### src/hdl/xcfd_pkg.sv
`default_nettype none
package xcfd_pkg;

	localparam int BYTE_W = 8;
	localparam int HLEN_W = 4;
	localparam int FLEN_W = 4;
	localparam int PLEN_W = 12;
	localparam int CNT_W = 12;
	localparam int CFG_DATA_W = 12;
	localparam int CFG_IDX_W = 2;

	localparam logic [BYTE_W-1:0] HDR_BYTE = 8'hFF;
	localparam logic [BYTE_W-1:0] ZERO_BYTE = 8'h00;

	typedef enum logic [CFG_IDX_W-1:0] {
		REG_HEADER_LEN = 2'd0,
		REG_FOOTER_LEN = 2'd1,
		REG_PAYLOAD_LEN = 2'd2
	} reg_idx_t;

	typedef enum logic [1:0] {
		ST_OK = 2'd0,
		ST_CHECKSUM = 2'd1,
		ST_FOOTER = 2'd2,
		ST_INCOMPLETE = 2'd3
	} frame_status_t;

	typedef struct packed {
		logic [HLEN_W-1:0] header_need;
		logic [FLEN_W-1:0] footer_len;
		logic [PLEN_W-1:0] payload_need;
	} cfg_t;

	typedef struct packed {
		logic is_status;
		logic [BYTE_W-1:0] out_byte;
		frame_status_t frame_status;
	} res_t;

endpackage
`default_nettype wire

### src/hdl/xcfd_if.sv
`default_nettype none
interface xcfd_in_if;
	logic valid;
	logic ready;
	logic [7:0] in_byte;

	modport source(output valid, output in_byte, input ready);
	modport sink(input valid, input in_byte, output ready);
endinterface

interface xcfd_out_if;
	logic valid;
	logic ready;
	logic is_status;
	logic [7:0] out_byte;
	logic [1:0] frame_status;

	modport source(output valid, output is_status, output out_byte, output frame_status,
		input ready);
	modport sink(input valid, input is_status, input out_byte, input frame_status,
		output ready);
endinterface
`default_nettype wire

### src/hdl/xcfd_cfg.sv
`default_nettype none
module xcfd_cfg
	import xcfd_pkg::*;
#(
	parameter int MAX_PAYLOAD = 4095
) (
	input wire logic clk,
	input wire logic arst_n,
	input wire logic cfg_we,
	input wire logic [CFG_IDX_W-1:0] cfg_index,
	input wire logic [CFG_DATA_W-1:0] cfg_wdata,
	output cfg_t cfg
);

	localparam int PLEN_MAX = (1 << PLEN_W) - 1;
	localparam logic [PLEN_W-1:0] PLEN_CLAMP =
		PLEN_W'((MAX_PAYLOAD > PLEN_MAX) ? PLEN_MAX : MAX_PAYLOAD);

	logic [HLEN_W-1:0] header_len_q;
	logic [FLEN_W-1:0] footer_len_q;
	logic [PLEN_W-1:0] payload_len_q;

	always_ff @(posedge clk or negedge arst_n) begin
		if (!arst_n) begin
			header_len_q <= HLEN_W'(2);
			footer_len_q <= FLEN_W'(2);
			payload_len_q <= PLEN_W'(1);
		end else if (cfg_we) begin
			unique case (cfg_index)
				REG_HEADER_LEN: header_len_q <= cfg_wdata[HLEN_W-1:0];
				REG_FOOTER_LEN: footer_len_q <= cfg_wdata[FLEN_W-1:0];
				REG_PAYLOAD_LEN: payload_len_q <= cfg_wdata[PLEN_W-1:0];
				default: ;
			endcase
		end
	end

	always_comb begin
		cfg.header_need = (header_len_q == '0) ? HLEN_W'(1) : header_len_q;
		cfg.footer_len = footer_len_q;
		if (payload_len_q == '0) begin
			cfg.payload_need = PLEN_W'(1);
		end else if (payload_len_q > PLEN_CLAMP) begin
			cfg.payload_need = PLEN_CLAMP;
		end else begin
			cfg.payload_need = payload_len_q;
		end
	end

endmodule
`default_nettype wire

### src/hdl/xcfd_core.sv
`default_nettype none
module xcfd_core
	import xcfd_pkg::*;
(
	input wire logic clk,
	input wire logic arst_n,
	input cfg_t cfg,
	xcfd_in_if.sink rx,
	output logic res_valid,
	output res_t res,
	input wire logic res_free
);

	typedef enum logic [1:0] {
		PH_HUNT,
		PH_PAYLOAD,
		PH_CHECK,
		PH_FOOTER
	} phase_t;

	logic valid_s1;
	logic [BYTE_W-1:0] byte_s1;

	phase_t phase_q, phase_d;
	logic [CNT_W-1:0] cnt_q, cnt_d, cnt_inc;
	logic [BYTE_W-1:0] xor_q, xor_d;
	logic good_q, good_d;
	logic prod;
	logic adv;

	assign cnt_inc = cnt_q + CNT_W'(1);
	assign adv = valid_s1 && (!prod || res_free);
	assign rx.ready = !valid_s1 || adv;
	assign res_valid = valid_s1 && prod && res_free;

	always_comb begin
		phase_d = phase_q;
		cnt_d = cnt_q;
		xor_d = xor_q;
		good_d = good_q;
		prod = 1'b0;
		res = '0;
		unique case (phase_q)
			PH_HUNT: begin
				if (byte_s1 == HDR_BYTE) begin
					if (cnt_inc >= CNT_W'(cfg.header_need)) begin
						phase_d = PH_PAYLOAD;
						cnt_d = '0;
						xor_d = '0;
					end else begin
						cnt_d = cnt_inc;
					end
				end else begin
					cnt_d = '0;
				end
			end
			PH_PAYLOAD: begin
				xor_d = xor_q ^ byte_s1;
				prod = 1'b1;
				res.out_byte = byte_s1;
				if (cnt_inc >= CNT_W'(cfg.payload_need)) begin
					phase_d = PH_CHECK;
					cnt_d = '0;
				end else begin
					cnt_d = cnt_inc;
				end
			end
			PH_CHECK: begin
				if (byte_s1 != xor_q) begin
					prod = 1'b1;
					res.is_status = 1'b1;
					res.frame_status = (byte_s1 == ZERO_BYTE) ? ST_INCOMPLETE : ST_CHECKSUM;
				end else if (cfg.footer_len == '0) begin
					prod = 1'b1;
					res.is_status = 1'b1;
					res.frame_status = ST_OK;
				end else begin
					phase_d = PH_FOOTER;
					cnt_d = '0;
					good_d = 1'b1;
				end
			end
			PH_FOOTER: begin
				good_d = good_q && (byte_s1 == ZERO_BYTE);
				cnt_d = cnt_inc;
				if (cnt_inc >= CNT_W'(cfg.footer_len)) begin
					prod = 1'b1;
					res.is_status = 1'b1;
					res.frame_status = good_d ? ST_OK : ST_FOOTER;
				end
			end
			default: ;
		endcase
		// every status sends the block back to hunting
		if (res.is_status) begin
			phase_d = PH_HUNT;
			cnt_d = '0;
			xor_d = '0;
			good_d = 1'b1;
		end
	end

	always_ff @(posedge clk or negedge arst_n) begin
		if (!arst_n) begin
			valid_s1 <= 1'b0;
		end else if (rx.ready) begin
			valid_s1 <= rx.valid;
		end
	end

	always_ff @(posedge clk) begin
		if (rx.ready && rx.valid) begin
			byte_s1 <= rx.in_byte;
		end
	end

	always_ff @(posedge clk or negedge arst_n) begin
		if (!arst_n) begin
			phase_q <= PH_HUNT;
			cnt_q <= '0;
			xor_q <= '0;
			good_q <= 1'b1;
		end else if (adv) begin
			phase_q <= phase_d;
			cnt_q <= cnt_d;
			xor_q <= xor_d;
			good_q <= good_d;
		end
	end

	a_data_from_payload: assert property (@(posedge clk) disable iff (!arst_n)
		(res_valid && !res.is_status) |-> (phase_q == PH_PAYLOAD))
		else $error("data result outside payload phase");

	a_status_to_hunt: assert property (@(posedge clk) disable iff (!arst_n)
		(res_valid && res.is_status) |=> (phase_q == PH_HUNT && xor_q == '0))
		else $error("status did not return to hunting");

	a_hunt_xor_clear: assert property (@(posedge clk) disable iff (!arst_n)
		(phase_q == PH_HUNT) |-> (xor_q == '0 && good_q))
		else $error("stale checksum state while hunting");

	a_s1_held: assert property (@(posedge clk) disable iff (!arst_n)
		(valid_s1 && !adv) |=> (valid_s1 && $stable(byte_s1)))
		else $error("input stage lost a request");

endmodule
`default_nettype wire

### src/hdl/xcfd_out.sv
`default_nettype none
module xcfd_out
	import xcfd_pkg::*;
(
	input wire logic clk,
	input wire logic arst_n,
	input wire logic res_valid,
	input res_t res,
	output logic res_free,
	xcfd_out_if.source tx
);

	logic valid_q;
	res_t res_q;

	assign res_free = !valid_q || tx.ready;
	assign tx.valid = valid_q;
	assign tx.is_status = res_q.is_status;
	assign tx.out_byte = res_q.out_byte;
	assign tx.frame_status = res_q.frame_status;

	always_ff @(posedge clk or negedge arst_n) begin
		if (!arst_n) begin
			valid_q <= 1'b0;
		end else if (res_free) begin
			valid_q <= res_valid;
		end
	end

	always_ff @(posedge clk) begin
		if (res_free && res_valid) begin
			res_q <= res;
		end
	end

endmodule
`default_nettype wire

### src/hdl/xor_checked_frame_deframer_top.sv
// channel | role   | payload                                 | handshake
// rx      | sink   | in_byte[7:0]                            | valid/ready
// res     | source | is_status, out_byte[7:0], frame_status  | valid/ready
// cfg     | write  | cfg_index[1:0], cfg_wdata[11:0]         | cfg_we
//
// one byte per cycle sustained while no result is stalled
// the byte goes through an input register, a registered state update and the result register
// arst_n clears all control state; length registers reset to header 2, footer 2, payload 1
// a stalled result holds the output register; the input register keeps taking bytes that
// produce no result and one more byte while a result waits
`default_nettype none
module xor_checked_frame_deframer_top
	import xcfd_pkg::*;
#(
	parameter int MAX_PAYLOAD = 4095
) (
	input wire logic clk,
	input wire logic arst_n,
	input wire logic cfg_we,
	input wire logic [CFG_IDX_W-1:0] cfg_index,
	input wire logic [CFG_DATA_W-1:0] cfg_wdata,
	xcfd_in_if.sink rx,
	xcfd_out_if.source res
);

	cfg_t cfg;
	logic core_valid;
	res_t core_res;
	logic core_free;

	xcfd_cfg #(
		.MAX_PAYLOAD(MAX_PAYLOAD)
	) u_cfg (
		.clk(clk),
		.arst_n(arst_n),
		.cfg_we(cfg_we),
		.cfg_index(cfg_index),
		.cfg_wdata(cfg_wdata),
		.cfg(cfg)
	);

	xcfd_core u_core (
		.clk(clk),
		.arst_n(arst_n),
		.cfg(cfg),
		.rx(rx),
		.res_valid(core_valid),
		.res(core_res),
		.res_free(core_free)
	);

	xcfd_out u_out (
		.clk(clk),
		.arst_n(arst_n),
		.res_valid(core_valid),
		.res(core_res),
		.res_free(core_free),
		.tx(res)
	);

endmodule
`default_nettype wire
### src/flat_wrapper.sv
// flat-port wrapper written by rule: the top's interface ports become plain ports
module xor_checked_frame_deframer_top_flat import xcfd_pkg::*;
#(
	parameter int MAX_PAYLOAD = 4095
)
  (clk, arst_n, cfg_we, cfg_index, cfg_wdata, rx_valid, rx_in_byte, rx_ready, res_valid, res_is_status, res_out_byte, res_frame_status, res_ready);
  xcfd_in_if rx_i ();
  xcfd_out_if res_i ();
  input wire logic clk;
  input wire logic arst_n;
  input wire logic cfg_we;
  input wire logic [CFG_IDX_W-1:0] cfg_index;
  input wire logic [CFG_DATA_W-1:0] cfg_wdata;
  input wire logic [$bits(rx_i.valid)-1:0] rx_valid;
  input wire logic [$bits(rx_i.in_byte)-1:0] rx_in_byte;
  output wire logic [$bits(rx_i.ready)-1:0] rx_ready;
  output wire logic [$bits(res_i.valid)-1:0] res_valid;
  output wire logic [$bits(res_i.is_status)-1:0] res_is_status;
  output wire logic [$bits(res_i.out_byte)-1:0] res_out_byte;
  output wire logic [$bits(res_i.frame_status)-1:0] res_frame_status;
  input wire logic [$bits(res_i.ready)-1:0] res_ready;
  assign rx_i.valid = rx_valid;
  assign rx_i.in_byte = rx_in_byte;
  assign rx_ready = rx_i.ready;
  assign res_valid = res_i.valid;
  assign res_is_status = res_i.is_status;
  assign res_out_byte = res_i.out_byte;
  assign res_frame_status = res_i.frame_status;
  assign res_i.ready = res_ready;
  xor_checked_frame_deframer_top #(.MAX_PAYLOAD(MAX_PAYLOAD)) u_core (.clk(clk), .arst_n(arst_n), .cfg_we(cfg_we), .cfg_index(cfg_index), .cfg_wdata(cfg_wdata), .rx(rx_i), .res(res_i));
endmodule
### config.mk
export PLATFORM = sky130hd
export DESIGN_NAME = xor_checked_frame_deframer_top_flat
export DESIGN_NICKNAME = d
export VERILOG_FILES = /design/src/hdl/xcfd_pkg.sv /design/src/hdl/xcfd_if.sv /design/src/hdl/xcfd_cfg.sv /design/src/hdl/xcfd_core.sv /design/src/hdl/xcfd_out.sv /design/src/hdl/xor_checked_frame_deframer_top.sv /design/src/flat_wrapper.sv
export SDC_FILE = /design/constraint.sdc
export NUM_CORES = 1
export LEC_CHECK = 0
export ABC_AREA = 1
export BUFFER_PORTS_ARGS = -buffer_cell sky130_fd_sc_hd__buf_4
export CORE_MARGIN = 4
export CORE_UTILIZATION = 40
export DETAILED_ROUTE_END_ITERATION = 10
export SETUP_SLACK_MARGIN = 0.2
export SLEW_MARGIN = 20
export SYNTH_ARGS = -nofsm -noshare
export SYNTH_HDL_FRONTEND = slang
export SYNTH_HIERARCHICAL = 1
export SYNTH_SLANG_ARGS = --single-unit
### constraint.sdc
create_clock -name clk -period 5.5 [get_ports clk]
set_input_delay 1.1 -clock clk [delete_from_list [all_inputs] [get_ports clk]]
set_output_delay 1.1 -clock clk [all_outputs]
set_load 0.01 [all_outputs]
### Yosys cells after proc, flatten, opt, wreduce, memory -nomap -nowiden

Index checks and enable logic that the tools add are counted.

| operators by class | value |
|---|---|
| equal/unequal tests | 12 |
| magnitude comparators | 4 |
| bitwise gates (word level) | 1 |
| mux-type cells | 35 |
| add/subtract/negate cells | 1 |
| reduce and logical (&&, ||, !) cells | 28 |

Operator list:

| operator | number |
|---|---|
| 12-bit two-way mux | 8 |
| 12-bit one-hot mux with 4 select lines | 1 |
| 12-bit by 4-bit >= comparator with 1-bit output | 2 |
| 8-bit two-way mux | 3 |
| 2-bit two-way mux | 10 |
| 8-bit one-hot mux with 2 select lines | 1 |
| 3-bit inequality test, second input constant | 5 |
| 12-bit by 1-bit adder with 12-bit output, second input constant | 1 |
| 12-bit >= comparator | 1 |
| 12-bit > comparator, second input constant | 1 |
| 12-bit zero test | 1 |
| 8-bit == test, second input constant | 1 |
| 4-bit zero test | 2 |
| 8-bit zero test | 1 |
| 8-bit inequality test | 1 |
| 4-bit AND reduction | 2 |
| 8-bit bitwise XOR | 1 |
| 7-bit AND reduction | 1 |
| 2-bit == test, second input constant | 3 |
| 1-bit logical AND | 6 |
| 1-bit two-way mux | 6 |
| 2-bit one-hot mux with 3 select lines | 1 |
| 2-bit AND reduction | 3 |
| 3-bit nonzero test | 2 |
| 10 further kinds | 17 |

| storage, ports and cells | value |
|---|---|
| flip-flop bits (word level) | 64 |
| input bits | 27 |

### Longest topological paths before layout

Gate-level depths: netlist of run 1.

| depth | value |
|---|---|
| depth after elaboration | 9 |
| depth in mapped cells | 24 |

### Hierarchy

The synthesis of run 1 kept the hierarchy.

By module, submodules not included:

| module | area each (um^2) | cells an instance | times used |
|---|---|---|---|
| xcfd_core | 2657.5 | 367 | 1 |
| xcfd_cfg | 927.1 | 108 | 1 |
| xcfd_out | 375.4 | 17 | 1 |

### Least setup slack after synthesis of run 1

Ideal clock, no wire load.

| timing path | value |
|---|---|
| kind | reg-to-output |
| from | register u_core.u_core.cnt_q[0] |
| to | output rx_ready |
| required time | 4.400 ns |
| path slack | 2.456 ns |
| stages on the path, launching flop included | 11 |
| data arrival time | 1.944 ns |
| cell sequence | dfrtp_1 ha_1 xor2_1 ha_1 nand2_1 nand2_1 a21oi_1 nand3_2 nand2_2 nand3_2 nand4_1 |

| between the ends | value |
|---|---|
| word-level cells in the longest chain between the ends | 8 |

Ends and longest elaborated chain:

| element | RTL line | text |
|---|---|---|
| start: declaration | xcfd_core.sv:25 | `logic [CNT_W-1:0] cnt_q, cnt_d, cnt_inc;` |
| start signal: assignment | xcfd_core.sv:125 | `cnt_q <= cnt_d;` |
| 12-bit by 1-bit adder with 12-bit output | xcfd_core.sv:31 | `assign cnt_inc = cnt_q + CNT_W'(1);` |
| 12-bit by 4-bit >= comparator with 1-bit output | xcfd_core.sv:86 | `if (cnt_inc >= CNT_W'(cfg.footer_len)) begin` |
| 1-bit two-way mux | xcfd_core.sv:86 |  |
| 1-bit one-hot mux with 3 select lines | xcfd_core.sv:43 | `unique case (phase_q)` |
| 1-bit zero test | xcfd_core.sv:32 | `assign adv = valid_s1 && (!prod \|\| res_free);` |
| 1-bit logical OR | xcfd_core.sv:32 |  |
| 1-bit logical AND | xcfd_core.sv:32 |  |
| 1-bit logical OR | xcfd_core.sv:33 | `assign rx.ready = !valid_s1 \|\| adv;` |
| end: declaration | flat_wrapper.sv:16 | `output wire logic [$bits(rx_i.ready)-1:0] rx_ready;` |

No other way between the ends.

### Worst setup path in the final report of run 1

Same ends and word-level chain as after synthesis.

==> results.cfg, run 1 <==
[status]
status = finished clean

[power_and_ir_drop]
vdd_drop_max_mv = 0.155
p_leak_nw = 2.28
power_density_mw_per_mm2 = 394

[run]
max_cap_violations = 0

[clock_tree]
postCtsHoldBufs = 0
clk_latency_ns = 0.34
cts_tree = done
cts.sinks = 64
cts_repair_resize_count = 0
clock_tree.root_cell = clkbuf_8
cts_buffer_depth = 2
cts_made_buffers = 9
clk_pin_slew_ns = 0.07
cts_setup_buffers = 0
htreeDepth = 3

[route]
routed_wl_mm = 8.00
viasPerCell = 4.73
drt-pass1-iter-count = 5
route.detailed.drc = 0
ant_nets = 0
vias = 3100
post_drt_wl_per_cell_um = 12.2
drt_iter0_drc = 116

[floorplanning]
fp.coreArea_sq_mm = 0.00973
die_h_um = 108
start_util = 0.407
ios = 40
die_area_sq_mm = 0.0116
rows = 36
die_w_um = 108

[critical_path]
cp_max_fo = 7
worst_setup_path_start_kind = register
critPathCaptureType = output port
required_ns = 4.40
crit_arrival_ns = 2.68
rr_worst_depth = 13
path_class = reg -> out

[timing]
worst_slew_pin_slew_ns = 0.895
setup_violations = 0
fin_tns_setup_ns = 0
skew_ns = 0.00880
finalHoldViolations = 0
fmax_mhz = 265
slew_violations = 0
min_period_ns = 3.78
post-route-period-util = 0.687
rsz0062_at_grt = false
relSlewSlack = 0.399

[min_path]
hold_depth = 2
hold_path_class = reg -> reg

[yosys]
ys_types = 37
yosys_warnings = 6
yosysSeqAreaShare = 0.430
synth_area_sq_mm = 0.00396
synth_nets = 543
synth_seq_cells = 64
synth.avg_cell_area_sq_um = 8.05
netlist_instances = 492

[grt]
grt_pass1_wl_mm = 13.8
grt_start_max_net_pins = 46
grtUsageTotal = 0.149
grt_overflow_total = 0
antenna_found_initial = 0
grt_pass1_vias = 2981

[cells_and_area]
n_antenna_cell = 0
drive_gt1_frac = 0.168
layout_common_cells = nand2_1, inv_1, dfrtp_1
utilization = 0.460
final_common_cell = nand2_1
nNetsFinal = 569
syn_to_final_growth_pct = 13.1

[place]
port_buffers = 39
routabilityCongestion = 0.801
hpwlAfterDp_mm = 5.98
-- report_power, final --
part | switching [mW] | internal (mW)
registers | 0.0741 | 0.607
logic | 0.437 | 0.248
clock network | 0.177 | 0.222
-- path summary, 6_finish.rpt --
| check | from | endpoint | slack, ns |
|---|---|---|---|
| max | u_core/u_core/cnt_q[0] | rx_ready | 1.72 |
| min | u_core/u_core/good_q | u_core/u_core/good_q | 0.47 |
| max reg2reg | u_core/u_core/cnt_q[0] | u_core/u_out/tx.frame_status[1] | 2.49 |
| min reg2reg | u_core/u_core/good_q | u_core/u_core/good_q | 0.47 |
| max in group asynchronous | arst_n | u_core/u_core/phase_q[1] | 4.35 |
| min in group asynchronous | arst_n | u_core/u_core/xor_q[5] | 0.76 |
-- critical path, stage by stage (launching register included) --
cell and delay (ns):
dfrtp_1 0.47, ha_1 0.30, xor2_1 0.35, ha_1 0.30, nand2_1 0.06, nand2_1 0.05, a21oi_1 0.15, nand3_2 0.11
nand2_2 0.11, nand3_2 0.12, nand4_1 0.17, buf_4 0.15
-- routing by layer --
layer,vias to the layer above,wire length [um],global-route usage
met5,-,0,0
met1,1442,3900,0.206
li1,1606,-,-
met2,45,3710,0.230
met4,0,103,0.0442
met3,7,290,0.0384
-- sequential cells by signal, indices dropped and copies added, names as in the netlist, 2 cells and up --
signal	cells
u_core/u_cfg/footer_len_q	4
u_core/u_cfg/header_len_q	4
u_core/u_out/tx.frame_status	2
u_core/u_core/byte_s1	8
u_core/u_core/xor_q	8
u_core/u_core/cnt_q	12
u_core/u_out/tx.out_byte	8
u_core/u_core/phase_q	2
u_core/u_cfg/payload_len_q	12
-- Yosys cell counts --
cell | count | area [sq um]
nand2_1 | 135 | 507
inv_1 | 83 | 312
dfrtp_1 | 41 | 1030
nor2_1 | 28 | 105
ha_1 | 24 | 300
nand3_1 | 21 | 105
nand4_1 | 21 | 131
edfxtp_1 | 19 | 571
clkbuf_1 | 16 | 60.1
o21ai_1 | 15 | 75.1
o21ai_0 | 12 | 60.1
o21ai_2 | 10 | 87.6
xor2_1 | 8 | 70.1
a21oi_1 | 7 | 35.0
nor3b_1 | 5 | 37.5
xnor2_1 | 5 | 43.8
dfstp_2 | 4 | 105
nand3_2 | 4 | 40.0
nand2_2 | 3 | 18.8
nand2_4 | 3 | 33.8
nor2_2 | 3 | 18.8
nor3_1 | 3 | 15.0
buf_2 | 2 | 10.0
buf_4 | 2 | 15.0
buf_6 | 2 | 22.5
buf_8 | 2 | 30.0
nor2_4 | 2 | 22.5
nor4_1 | 2 | 12.5
or2_2 | 2 | 12.5
a211oi_1 | 1 | 7.51
a21boi_0 | 1 | 7.51
and2_0 | 1 | 6.26
inv_2 | 1 | 3.75
inv_4 | 1 | 6.26
nand3_4 | 1 | 17.5
nand3b_1 | 1 | 7.51
nand4_4 | 1 | 21.3
-- metrics by stage --
step | worst slack (ns) | std cells | power [mW] | hold slack, ns | area (sq um)
after floorplan | 2.46 | 492 | 1.22 | 0.442 | 3960
after global placement | 2.11 | 640 | 1.36 | 0.449 | 4280
after detailed placement | 2.06 | 640 | 1.38 | 0.457 | 4280
after CTS | 1.69 | 656 | 1.79 | 0.468 | 4470
after global routing | 1.45 | 656 | 1.93 | 0.486 | 4480
final | 1.72 | 656 | 1.77 | 0.470 | 4480
-- cells by family after synthesis --
logic type,after synthesis,synth area share
DFF,64,0.430
AOI/OAI and AO/OA,46,0.0689
buffers and inverters,109,0.116
adders and majority gates,24,0.0758
and+or+nand+nor,236,0.281
xor gates and xnor gates,13,0.0288
-- area by class of cell --
type                       instances  area, sq um
timing repair buffer              39          293
sequential                        64         1700
clock buffer                      13          149
clock inverter                     3         43.8
fill                            1007         5250
tap                              133          166
multi-input combinational        319         1800
inverter                          85          322
Power figures use the tool's default switching activity.
==> run 2: changes to the inputs <==
clock period = 3.9 ns   (was 5.5 ns; I/O delays follow)
==> results.cfg, run 2 (same netlist as run 1, synthesis figures left out) <==
[place]
port_buffers = 39
hpwlAfterDp_mm = 5.97
routabilityCongestion = 0.798
post-place-ws_ns = 0.796
dp_cells = 641

[route]
viasPerCell = 4.54
routed_wl_mm = 8.15
drt_iter0_drc = 180
vias = 2981
ant_nets = 0
post_drt_wl_per_cell_um = 12.4
route.detailed.drc = 0
drt-pass1-iter-count = 4

[floorplanning]
ios = 40
rows = 36
start_util = 0.407
die_h_um = 108
die_w_um = 108
fp.coreArea_sq_mm = 0.00973
die_area_sq_mm = 0.0116

[timing]
post-route-period-util = 0.870
rsz0062_at_grt = false
fmax_mhz = 295
setup_violations = 0
slew_violations = 0
min_period_ns = 3.39
worst_slew_pin_slew_ns = 0.894
whs_ns = 0.430
worst_slack_ns = 0.508
finalHoldViolations = 0
skew_ns = 0.0120
fin_tns_setup_ns = 0
relSlewSlack = 0.400

[clock_tree]
cts_setup_buffers = 0
cts_buffer_depth = 2
cts_tree = done
clk_pin_slew_ns = 0.07
clock_tree.root_cell = clkbuf_8
htreeDepth = 3
cts.sinks = 64
postCtsHoldBufs = 0
cts_made_buffers = 9
cts_repair_resize_count = 0
clk_latency_ns = 0.35

[critical_path]
crit_arrival_ns = 2.61
rr_startpoint = u_core/u_core/cnt_q[0]
cp_num_buf_inv = 1
worst_setup_path_start_kind = register
crit_chain = ha_1 > xor2_2 > ha_1 > nand2_1 > nand2_1 > a21oi_1 > nand3_2 > nand2_2 > nand3_2 > nand4_1 > buf_4
crit_start = u_core/u_core/cnt_q[0]
crit_path_max_incr_delay_ns = 0.47
required_ns = 3.12
critical-path-top-delay-family = simple AND/OR/NAND/NOR gates
path_depth = 11
path_class = reg -> out
rr_worst_depth = 15
cp_max_fo = 7
worstSetupEndpoint = rx_ready
slowest_stage = dfrtp_1
r2r_end = u_core/u_core/cnt_q[0]
critPathCaptureType = output port
r2r_slack_ns = 0.90

[cells_and_area]
syn_to_final_growth_pct = 12.7
nNetsFinal = 570
final_common_cell = nand2_1
layout_common_cells = nand2_1, inv_1, dfrtp_1
finalNonFillerCells = 657
nFillCells = 1007
drive_gt1_frac = 0.170
n_antenna_cell = 0
reg_top3 = u_core/u_cfg/payload_len_q (12), u_core/u_core/cnt_q (12)

[grt]
grt_start_max_net_pins = 46
antenna_found_initial = 0
grt_pass1_vias = 2916
grtUsageTotal = 0.153
grt_pass1_wl_mm = 13.9
grt_overflow_total = 0

[power_and_ir_drop]
vdd_drop_max_mv = 0.237
power.total_mw = 2.44
power_density_mw_per_mm2 = 546
p_leak_nw = 2.28

[min_path]
hold_path_class = in -> async

[status]
status = finished clean

[run]
max_cap_violations = 0
==> run 2: power by group <==
part           total, mW  switching (mW)  internal (mW)
Combinational      0.969           0.616          0.354
Sequential         0.961           0.105          0.856
Clock              0.508           0.263          0.245
Total               2.44           0.984           1.45
==> run 2: routing by layer <==
layer	GRT usage	vias up	wire length, um
met5	0	-	0
met4	0.0676	0	166
met3	0.0330	11	350
met2	0.223	48	3680
met1	0.218	1319	3950
li1	-	1603	-
==> run 2: worst register-to-register path, cell delays in order, from the launching register on <==
cell and delay [ns]:
dfrtp_1 0.48, ha_1 0.32, nand2_2 0.11, nor2_4 0.17, xor2_1 0.21, inv_1 0.11, ha_1 0.28, nand2_1 0.08
nor2_1 0.05, a211oi_1 0.16, nor2_1 0.07, nor2_1 0.08, nand2_1 0.11, nand3_1 0.37, nand4_1 0.14, o21ai_1 0.17
==> run 2: final cells by class <==
| class | instances | area (sq um) | area share |
|---|---|---|---|
| clock inverter | 4 | 22.5 | 0.00504 |
| inverter | 85 | 322 | 0.0720 |
| sequential | 64 | 1700 | 0.381 |
| clock buffer | 12 | 145 | 0.0325 |
| multi-input combinational | 319 | 1810 | 0.405 |
| timing repair buffer | 40 | 300 | 0.0673 |
| tap | 133 | 166 | 0.0373 |
==> run 2: how the worst min path moves through the flow <==
stage	from	to	slack, ns	depth (start not counted)
final	arst_n	u_core/u_core/cnt_q[11]	0.43	1
after detailed placement	u_core/u_core/good_q	u_core/u_core/good_q	0.45	2
after CTS	arst_n	u_core/u_core/cnt_q[11]	0.46	1
after floorplan	u_core/u_core/good_q	u_core/u_core/good_q	0.44	2
after global routing	arst_n	u_core/u_core/cnt_q[11]	0.48	1
after global placement	u_core/u_core/good_q	u_core/u_core/good_q	0.45	2
==> run 2: through the flow <==
stage / area (sq um) / util
2_1_floorplan: 3960 / -
3_3_place_gp: 4290 / 0.441
3_5_place_dp: 4290 / 0.441
4_1_cts: 4460 / 0.458
5_1_grt: 4460 / 0.459
6_report: 4460 / 0.459
